$ cat src/rtl/core/pol_pkg.sv
// Shared types for the positional ordered list: operation, status and cell command codes.
package pol_pkg;

  typedef enum logic [2:0] {
    OP_INSERT_AT    = 3'd0,
    OP_DELETE_AT    = 3'd1,
    OP_INSERT_FRONT = 3'd2,
    OP_INSERT_BACK  = 3'd3,
    OP_DELETE_FRONT = 3'd4,
    OP_DELETE_BACK  = 3'd5,
    OP_READ_AT      = 3'd6
  } op_e;

  typedef enum logic [1:0] {
    ST_OK     = 2'd0,
    ST_BADPOS = 2'd1,
    ST_EMPTY  = 2'd2,
    ST_FULL   = 2'd3
  } status_e;

  typedef enum logic [1:0] {
    CELL_HOLD = 2'd0,
    CELL_INS  = 2'd1,
    CELL_DEL  = 2'd2
  } cell_op_e;

  localparam int unsigned ValueWidth = 32;
  localparam int unsigned PosWidth   = 8;
  localparam int unsigned OpWidth    = 3;
  localparam int unsigned StatWidth  = 2;

endpackage

$ cat src/rtl/core/pol_cell.sv
// One list slot: holds an element and shifts from its left or right neighbor.
module pol_cell import pol_pkg::*; #(
  parameter int unsigned DATA_WIDTH = 32,
  parameter int unsigned IDX_WIDTH  = 6,
  parameter int unsigned INDEX      = 0
) (
  input  logic                  clk_i,
  input  cell_op_e              cmd_i,
  input  logic [IDX_WIDTH-1:0]  idx_i,
  input  logic [DATA_WIDTH-1:0] value_i,
  input  logic [DATA_WIDTH-1:0] left_i,
  input  logic [DATA_WIDTH-1:0] right_i,
  output logic [DATA_WIDTH-1:0] data_o,
  output logic [DATA_WIDTH-1:0] rd_o
);

  localparam logic [IDX_WIDTH-1:0] MyIdx = IDX_WIDTH'(INDEX);

  logic [DATA_WIDTH-1:0] data_q, data_d;

  always_comb begin
    data_d = data_q;
    case (cmd_i)
      CELL_INS: begin
        // open a gap at the target slot, push the tail one place right
        if (MyIdx > idx_i) begin
          data_d = left_i;
        end else if (MyIdx == idx_i) begin
          data_d = value_i;
        end
      end
      CELL_DEL: begin
        if (MyIdx >= idx_i) begin
          data_d = right_i;
        end
      end
      default: data_d = data_q;
    endcase
  end

  always_ff @(posedge clk_i) begin
    data_q <= data_d;
  end

  assign data_o = data_q;
  assign rd_o   = (MyIdx == idx_i) ? data_q : '0;

endmodule

$ cat config.mk
export PLATFORM = sky130hd
export DESIGN_NAME = pol_cell
export DESIGN_NICKNAME = d
export VERILOG_FILES = /design/src/rtl/core/pol_pkg.sv /design/src/rtl/core/pol_cell.sv
export SDC_FILE = /design/constraint.sdc
export NUM_CORES = 1
export LEC_CHECK = 0
export ABC_CLOCK_PERIOD_IN_PS = 5670
export BUFFER_PORTS_ARGS = -buffer_cell sky130_fd_sc_hd__buf_2
export CORE_ASPECT_RATIO = 0.7
export CORE_MARGIN = 4
export CORE_UTILIZATION = 28
export DETAILED_ROUTE_END_ITERATION = 8
export PLACE_DENSITY_LB_ADDON = 0.1
export REMOVE_ABC_BUFFERS = 1
export SLEW_MARGIN = 5
export SYNTH_ARGS = -nofsm -noshare
export SYNTH_HDL_FRONTEND = slang
export SYNTH_SLANG_ARGS = --single-unit
$ cat constraint.sdc
create_clock -name clk_i -period 5.67 [get_ports clk_i]
set_input_delay 0.2835 -clock clk_i [delete_from_list [all_inputs] [get_ports clk_i]]
set_output_delay 0.2835 -clock clk_i [all_outputs]
set_load 0.01 [all_outputs]
==> qor.txt <==
Most used routing layer -> met2
Period Utilization, post-route -> 35.4%
Antenna violations before repair -> 0
Endpoints failing setup -> 0
Multi-input gate area -> 916 sq um
Largest stage delay, worst path -> 810 ps
Largest register FFs -> 32
First DRT Iteration DRCs -> 27
Max-capacitance violation count -> 0
Filler Cell Count -> 681
Final Hold Fails -> 0
Row count -> 25
Vias per Instance -> 4.43
Hold-fix buffers, CTS -> 0
PortBufs -> 136
N_diodes -> 0
Post-synth top area share -> 48.4%
Power Density -> 220 mW/mm^2
Horiz. Die Dim -> 109 um
Max Fclk -> 499 MHz
Actual slew at the worst max-slew pin -> 1050 ps
Synth cell types -> 14
WHS -> 304 ps
Final nets -> 355
Crit path max-delay cell type -> or4_4
Drt first pass iters -> 4
First-pass GRT wire length -> 7.89 mm
Hold Crit Class -> in -> reg
Final min period -> 2010 ps
Vias in the first global route -> 1,584
CP Capture Type -> output port
Max transition margin -> 29.9%
Non-filler cells, final -> 342
Root Driver -> clkbuf_8
Synth area leaders -> edfxtp_1, nor4b_2, mux2_2
Die H -> 78.5 um
Critical Path Fanout Max -> 33
Cells after DPL -> 335
Post-DRT Antenna Nets -> 0
Slew Limit Fails -> 0
H-tree levels -> 2
Initial Util -> 29.1%
CP startpoint kind -> primary input
Gpl congestion -> 0.692
DP Wirelength -> 3.80 mm
Post-cts resize count -> 0
Required time of the critical path -> 5390 ps
Clock Pin Slew Worst Setup and Hold Paths -> 60 ps
Largest net degree at the start of global routing -> 34
Clock Path Buffers -> 2
RSZ-0062 raised after global routing -> false
Setup TNS -> 0 ps
Share of layout cells above drive strength 1 -> 83.9%
CTS sink cnt -> 32
TritonCTS Buffers -> 5
Cell with the most instances on the worst path -> buf_2
Synth Area per Inst -> 16.7 sq um
Synth Register Bits -> 32
Met1 Usage GRT -> 14.7%
Synthesized cell area -> 0.00199 sq mm
Outcome -> finished, final reports clean
Post-CTS setup buffers -> 0
WL per Instance -> 15.6 um
Critical path data arrival time -> 1720 ps
Synth Instances -> 119
Core area -> 0.00682 sq mm
Sequential share of the synthesized area -> 48.4%
DRC -> 0
GRT Util Overall -> 12.1%
Crit Path Class -> in -> out
Full die area -> 0.00853 sq mm
Crit-path cells -> buf_2, or4_4, nor4b_2, buf_2
GRT met2 Usage -> 20.0%
GRT overflow -> 0
Layout area overhead -> 39.6%
Yosys warns -> 0
CTS tree -> yes
Total leakage power -> 1.17 nW
M3 GR Usage -> 4.60%
VDD IR max -> 0.0962 mV
WL final -> 5.33 mm
FF/Latch Area -> 961 sq um
Routed vias -> 1,515
Number of I/O pins -> 169
Dominant cell type by area after synthesis -> edfxtp_1
## cell type report
cell class	count	area share, %
Clock buffer	5	2.48
Multi-Input combinational cell	69	33.0
Timing Repair Buffer	138	25.1
Tap cell	94	4.24
Sequential cell	32	34.6
Inverter	2	0.271
Clock inverter	2	0.271
## synth_stat cells (all sizes together)
cell / count
nor4b: 32
inv: 2
or4: 1
o41ai: 1
ha: 2
or3: 1
buf: 13
mux2: 32
edfxtp: 32
clkbuf: 3
## routing by layer
layer,up-vias,routed length [um]
li1,731,-
met1,693,2300
met2,83,2390
met3,8,588
met4,0,52
met5,-,0
## final timing paths
kind | startpoint | to | slack [ps] | depth (start not counted)
worst max-delay path | idx_i[3] | rd_o[6] | 3660 | 4
worst min-delay path | value_i[2] | data_o[2] | 300 | 2
## power by group
group	switching [W]	leakage [nW]	internal (W)	total, W
clock	0.0000818	0.0391	0.0000809	0.000163
combinational	0.0000685	0.827	0.0000690	0.000137
sequential	0.0000121	0.302	0.000297	0.000309
total	0.000162	1.17	0.000447	0.000609
## worst max-delay path: cells and delay by family
| kind | cells | cell delay (ps) |
|---|---|---|
| buf+inv | 2 | 280 |
| simple gates | 2 | 1140 |
## layout by cell type (no fill, tap or decap), drive strengths merged
master  count
edfxtp     32
clkinv      2
mux2       32
nor4b      32
ha          2
buf       138
or4         1
clkbuf      5
inv         2
or3         1
o41ai       1
## cells by family after synthesis
logic type | share of synthesized area, %
and+or+nand+nor | 25.8
muxes | 18.1
DFF | 48.4
buffers and inverters | 6.05
adders and majority gates | 1.26
AOI/OAI and AO/OA | 0.441
## per-stage QoR
step                setup slack (ps)  power (W)  cell area, sq um  util (%)
finish                          3660   0.000609              2770      40.7
global route                    3540   0.000644              2770      40.7
CTS                             3640   0.000623              2770      40.7
detailed placement              3460   0.000455              2700      39.6
global placement                3460   0.000455              2700      39.6
floorplan                        725   0.000378              1870         -
Note: power is estimated with default switching activity, not from simulation.
