**src/rtl/core/pol_pkg.sv**
```systemverilog
// Shared types for the positional ordered list: operation, status and cell command codes.
package pol_pkg;

  typedef enum logic [2:0] {
    OP_INSERT_AT    = 3'd0,
    OP_DELETE_AT    = 3'd1,
    OP_INSERT_FRONT = 3'd2,
    OP_INSERT_BACK  = 3'd3,
    OP_DELETE_FRONT = 3'd4,
    OP_DELETE_BACK  = 3'd5,
    OP_READ_AT      = 3'd6
  } op_e;

  typedef enum logic [1:0] {
    ST_OK     = 2'd0,
    ST_BADPOS = 2'd1,
    ST_EMPTY  = 2'd2,
    ST_FULL   = 2'd3
  } status_e;

  typedef enum logic [1:0] {
    CELL_HOLD = 2'd0,
    CELL_INS  = 2'd1,
    CELL_DEL  = 2'd2
  } cell_op_e;

  localparam int unsigned ValueWidth = 32;
  localparam int unsigned PosWidth   = 8;
  localparam int unsigned OpWidth    = 3;
  localparam int unsigned StatWidth  = 2;

endpackage

```
**src/rtl/core/pol_ctrl.sv**
```systemverilog
// List control: element count, range checks and the command broadcast to the cells.
module pol_ctrl import pol_pkg::*; #(
  parameter int unsigned CAPACITY = 64
) (
  input  logic                                clk_i,
  input  logic                                rst_ni,
  input  logic                                accept_i,
  input  logic [OpWidth-1:0]                  op_i,
  input  logic [PosWidth-1:0]                 position_i,
  output cell_op_e                            cmd_o,
  output logic [$clog2(CAPACITY)-1:0]         idx_o,
  output status_e                             status_o,
  output logic [$clog2(CAPACITY+1)-1:0]       count_o,
  output logic                                rd_en_o
);

  localparam int unsigned CntWidth = $clog2(CAPACITY + 1);
  localparam int unsigned IdxWidth = $clog2(CAPACITY);
  localparam int unsigned CmpWidth = ((CntWidth > PosWidth) ? CntWidth : PosWidth) + 1;
  localparam logic [CntWidth-1:0] CapCount = CntWidth'(CAPACITY);

  logic [CntWidth-1:0] cnt_q, cnt_d;
  logic [CmpWidth-1:0] pos_w, cnt_w;
  logic                pos_ok, pos_ok_ins, full, empty;
  logic [IdxWidth-1:0] pos_idx, cnt_idx, last_idx;
  cell_op_e            cmd;
  status_e             status;
  logic                rd_en;

  assign pos_w      = CmpWidth'(position_i);
  assign cnt_w      = CmpWidth'(cnt_q);
  assign pos_ok     = (pos_w != '0) && (pos_w <= cnt_w);
  assign pos_ok_ins = (pos_w != '0) && (pos_w <= cnt_w + CmpWidth'(1));
  assign full       = (cnt_q == CapCount);
  assign empty      = (cnt_q == '0);
  assign pos_idx    = IdxWidth'(pos_w - CmpWidth'(1));
  assign cnt_idx    = IdxWidth'(cnt_q);
  assign last_idx   = IdxWidth'(cnt_q - CntWidth'(1));

  always_comb begin
    cmd    = CELL_HOLD;
    idx_o  = pos_idx;
    status = ST_OK;
    rd_en  = 1'b0;
    case (op_e'(op_i))
      OP_INSERT_AT: begin
        if (!pos_ok_ins) begin
          status = ST_BADPOS;
        end else if (full) begin
          status = ST_FULL;
        end else begin
          cmd = CELL_INS;
        end
      end
      OP_DELETE_AT: begin
        if (!pos_ok) begin
          status = ST_BADPOS;
        end else begin
          cmd = CELL_DEL;
        end
      end
      OP_INSERT_FRONT: begin
        idx_o = '0;
        if (full) begin
          status = ST_FULL;
        end else begin
          cmd = CELL_INS;
        end
      end
      OP_INSERT_BACK: begin
        idx_o = cnt_idx;
        if (full) begin
          status = ST_FULL;
        end else begin
          cmd = CELL_INS;
        end
      end
      OP_DELETE_FRONT: begin
        idx_o = '0;
        if (empty) begin
          status = ST_EMPTY;
        end else begin
          cmd = CELL_DEL;
        end
      end
      OP_DELETE_BACK: begin
        idx_o = last_idx;
        if (empty) begin
          status = ST_EMPTY;
        end else begin
          cmd = CELL_DEL;
        end
      end
      OP_READ_AT: begin
        if (!pos_ok) begin
          status = ST_BADPOS;
        end else begin
          rd_en = 1'b1;
        end
      end
      default: status = ST_BADPOS;
    endcase
  end

  always_comb begin
    cnt_d = cnt_q;
    if (cmd == CELL_INS) begin
      cnt_d = cnt_q + CntWidth'(1);
    end else if (cmd == CELL_DEL) begin
      cnt_d = cnt_q - CntWidth'(1);
    end
  end

  always_ff @(posedge clk_i or negedge rst_ni) begin
    if (!rst_ni) begin
      cnt_q <= '0;
    end else if (accept_i) begin
      cnt_q <= cnt_d;
    end
  end

  // hold the cells still unless a transaction is taken this cycle
  assign cmd_o    = accept_i ? cmd : CELL_HOLD;
  assign status_o = status;
  assign count_o  = cnt_d;
  assign rd_en_o  = rd_en;

endmodule

```
**config.mk**
```make
export PLATFORM = sky130hd
export DESIGN_NAME = pol_ctrl
export DESIGN_NICKNAME = d
export VERILOG_FILES = /design/src/rtl/core/pol_pkg.sv /design/src/rtl/core/pol_ctrl.sv
export SDC_FILE = /design/constraint.sdc
export NUM_CORES = 1
export LEC_CHECK = 0
export BUFFER_PORTS_ARGS = -buffer_cell sky130_fd_sc_hd__clkbuf_2
export CAP_MARGIN = 20
export CORE_MARGIN = 4
export CORE_UTILIZATION = 50
export DETAILED_ROUTE_END_ITERATION = 8
export PLACE_DENSITY = 0.74
export RECOVER_POWER = 100
export SYNTH_ARGS = -nofsm -noshare
export SYNTH_HDL_FRONTEND = slang
export SYNTH_SLANG_ARGS = --single-unit
```
**constraint.sdc**
```tcl
create_clock -name clk_i -period 9.9 [get_ports clk_i]
set_clock_uncertainty 0.1 [all_clocks]
set_input_delay 0.495 -clock clk_i [delete_from_list [all_inputs] [get_ports clk_i]]
set_output_delay 0.495 -clock clk_i [all_outputs]
set_load 0.05 [all_outputs]
```
==> results.yml <==
critical_path:
  r2r-end: "cnt_q[4]"
  reg2reg_depth: 12
  crit_path_max_fanout: 10
  regToRegSetupSlack_ns: 5.31
  start_kind: "register"
  arrival_ns: 4.88
  crit_required_ns: 9.31
  cp-end-kind: "output pin"
  path_class: "reg2out"
  r2r-start: "cnt_q[2]"
synth:
  synth_top_area_share_pct: 16.5
  ys.flop_type: "dfrtp_1"
  synthTopCellsByArea: "ha_1 (17%), dfrtp_1 (12%), xnor2_1 (10%)"
  syn_area_per_cell_um2: 8.09
  synth_area_um2: 1510
  synth_fp_nets: 221
  synth.distinct_cells: 52
  yosysWarnings: 0
  ys_ff_latch: 7
  synthCells: 187
  synth-seq-area-share_pct: 11.6
  yosys.area.top_type: "ha_1"
  synthArstFlopShare_pct: 100
  synth_edf_count: 0
cts:
  clockRootBuffer: "clkbuf_4"
  clk_pin_slew_worst_paths_ns: 0.05
  htreeDepth: 1
  clk_path_buf_depth: 2
  insertion_delay_ns: 0.25
  numCtsBuffers: 3
  cts_tree: "built"
  cts.sinks: 7
power:
  p_int_uw: 177
  finalPower_uw: 466
  clock_power_share_pct: 5.3
  power.switching_uw: 289
  power_frac_seq_pct: 16.7
  vdd_drop_max_v: 0.000187
  leakage_uw: 0.000696
  switching_share_pct: 62.0
  p_comb_share_pct: 78.0
  pwr_density_cell_nw_per_um2: 285
global_route:
  grt_pass1_vias: 1437
  antenna_found_initial: 0
  grt_pass1_wl_mm: 6.57
  grt_util_all_layers_pct: 20.1
  overflow: 0
  grt_start_max_net_pins: 14
route:
  initialDrtViolationCount: 76
  wl_per_cell_um: 16.3
  via_per_inst: 6.12
  drt-pass1-iter-count: 4
  drc: 0
  drt.antenna.violating_nets: 0
  routed-via-count: 1506
  wl_mm: 4.02
outcome:
  status: "complete, but fails checks"
  failed_checks: "capacitance limit, slew limit"
finish:
  reg_top3: "cnt_q (7)"
  syn_to_final_growth_pct: 7.94
  final_common_cell: "ha_1"
  largest_register_ff_count: 7
  top_register: "cnt_q"
  layout_common_cells: "ha_1 (20), xnor2_1 (18), clkbuf_1 (18), nand2_1 (17)"
  nets: 250
  n_antenna_cell: 0
  regArea_um2: 175
  fillers: 289
  layout-drive-gt1-share_pct: 14.0
  multi_input_area_um2: 1190
place:
  gp_congestion: 0.912
  hpwl_mm: 3.32
  port-buffer-count: 31
sta:
  hold_viol_final: 0
  fmax_mhz: 183
  period_needed_ns: 5.47
  rsz0062_at_grt: "false"
  final.setup.tns_ns: 0
  slew_headroom_pct: -30.5
  finalSetupViolations: 0
  worstMarginPinSlew_ns: 1.94
  period_share_pct: 55.3
  holdWs_ns: 0.501
  report.final.slew_viol_count: 14
hold_path:
  min_path_type: "in2reg"
  min_to: "cnt_q[5]"
  hold_depth: 2
  min_from: "accept_i"
floorplanning:
  die_area_um2: 3970
  dieWidth_um: 63.0
  start_util_pct: 53.5
  rows: 19
  die_y_um: 63.0
  coreArea_um2: 2830
  ioPinCount: 32
job:
  drv_cap: 1
-- kinds of logic after synthesis --
group           share of synthesized area, %
fa+ha+maj                               16.5
xor+xnor                                11.0
flops                                   11.6
mux                                     1.41
compound gates                          29.2
simple gates                            23.7
buf+inv                                 6.53
-- cell type report --
class / instances / area share (%)
timing repair buffer: 32 / 8.81
inverter: 15 / 3.45
tap: 31 / 2.38
multi-input combinational: 157 / 73.0
clock buffer: 4 / 1.61
sequential: 7 / 10.7
-- worst max path at each step --
stage / from / end / depth (start not counted)
finish: cnt_q[2] / count_o[1] / 12
global route: cnt_q[2] / count_o[1] / 12
CTS: cnt_q[2] / count_o[5] / 13
detailed placement: cnt_q[2] / count_o[5] / 13
global placement: cnt_q[2] / count_o[5] / 13
floorplan: cnt_q[2] / status_o[1] / 12
-- cell usage after synthesis (2+ instances only) --
cell	count
o2111ai_1	2
o21ai_0	7
nand4_1	2
nor2b_1	2
o21ai_4	2
clkbuf_1	3
inv_1	14
nor3_1	3
and2_4	2
a22oi_2	5
o21a_1	2
a21oi_1	9
o21ai_1	3
nand3_1	10
ha_1	20
dfrtp_1	7
a221oi_1	3
nor2_1	10
and3_1	5
xnor2_1	18
and4_1	2
nor4_1	2
nand2_1	17
buf_2	4
a211oi_1	6
-- worst max-delay path: stages (launching register included) --
cell	delay (ns)
dfrtp_1	0.50
inv_1	0.18
nor3_1	0.53
and3_1	0.33
xnor2_1	0.15
ha_1	0.27
a211oi_1	0.31
o21a_1	0.18
nand4_1	0.12
a21boi_0	1.11
a211oi_1	0.24
a211oi_2	0.23
clkbuf_1	0.49
-- stage by stage --
step	instance area, µm²	cells	worst slack (ns)	util (%)
floorplan	1510	187	5.78	-
global placement	1660	241	5.84	58.8
detailed placement	1660	241	5.58	58.8
CTS	1700	246	5.30	60.1
global route	1630	246	4.16	57.7
finish	1630	246	4.43	57.7
-- per-layer routing --
layer | up-vias | part of all wire (%) | track usage (%)
met5 | - | 0 | 0
met3 | 11 | 5.8 | 1.80
met2 | 51 | 49 | 35.8
met1 | 696 | 43 | 25.0
met4 | 0 | 2.0 | 6.61
li1 | 748 | - | -
-- power groups by stage --
| stage | combinational (µW) | sequential [µW] | clock, µW |
|---|---|---|---|
| 2_1_floorplan | 320 | 52.4 | 0 |
| 3_3_place_gp | 365 | 76.8 | 0 |
| 3_5_place_dp | 372 | 78.1 | 0 |
| 4_1_cts | 374 | 78.0 | 26.3 |
| 5_1_grt | 394 | 80.3 | 28.5 |
| 6_report | 363 | 78.0 | 24.7 |
-- what timing repair did --
| item | CTS | global route |
|---|---|---|
| hold buffers | 1 | 0 |
| hold endpoints to repair | 7 | 0 |
| gates resized for setup | 0 | 0 |
| setup buffers | 0 | 0 |
No activity file was read; power rests on OpenSTA's default activity.
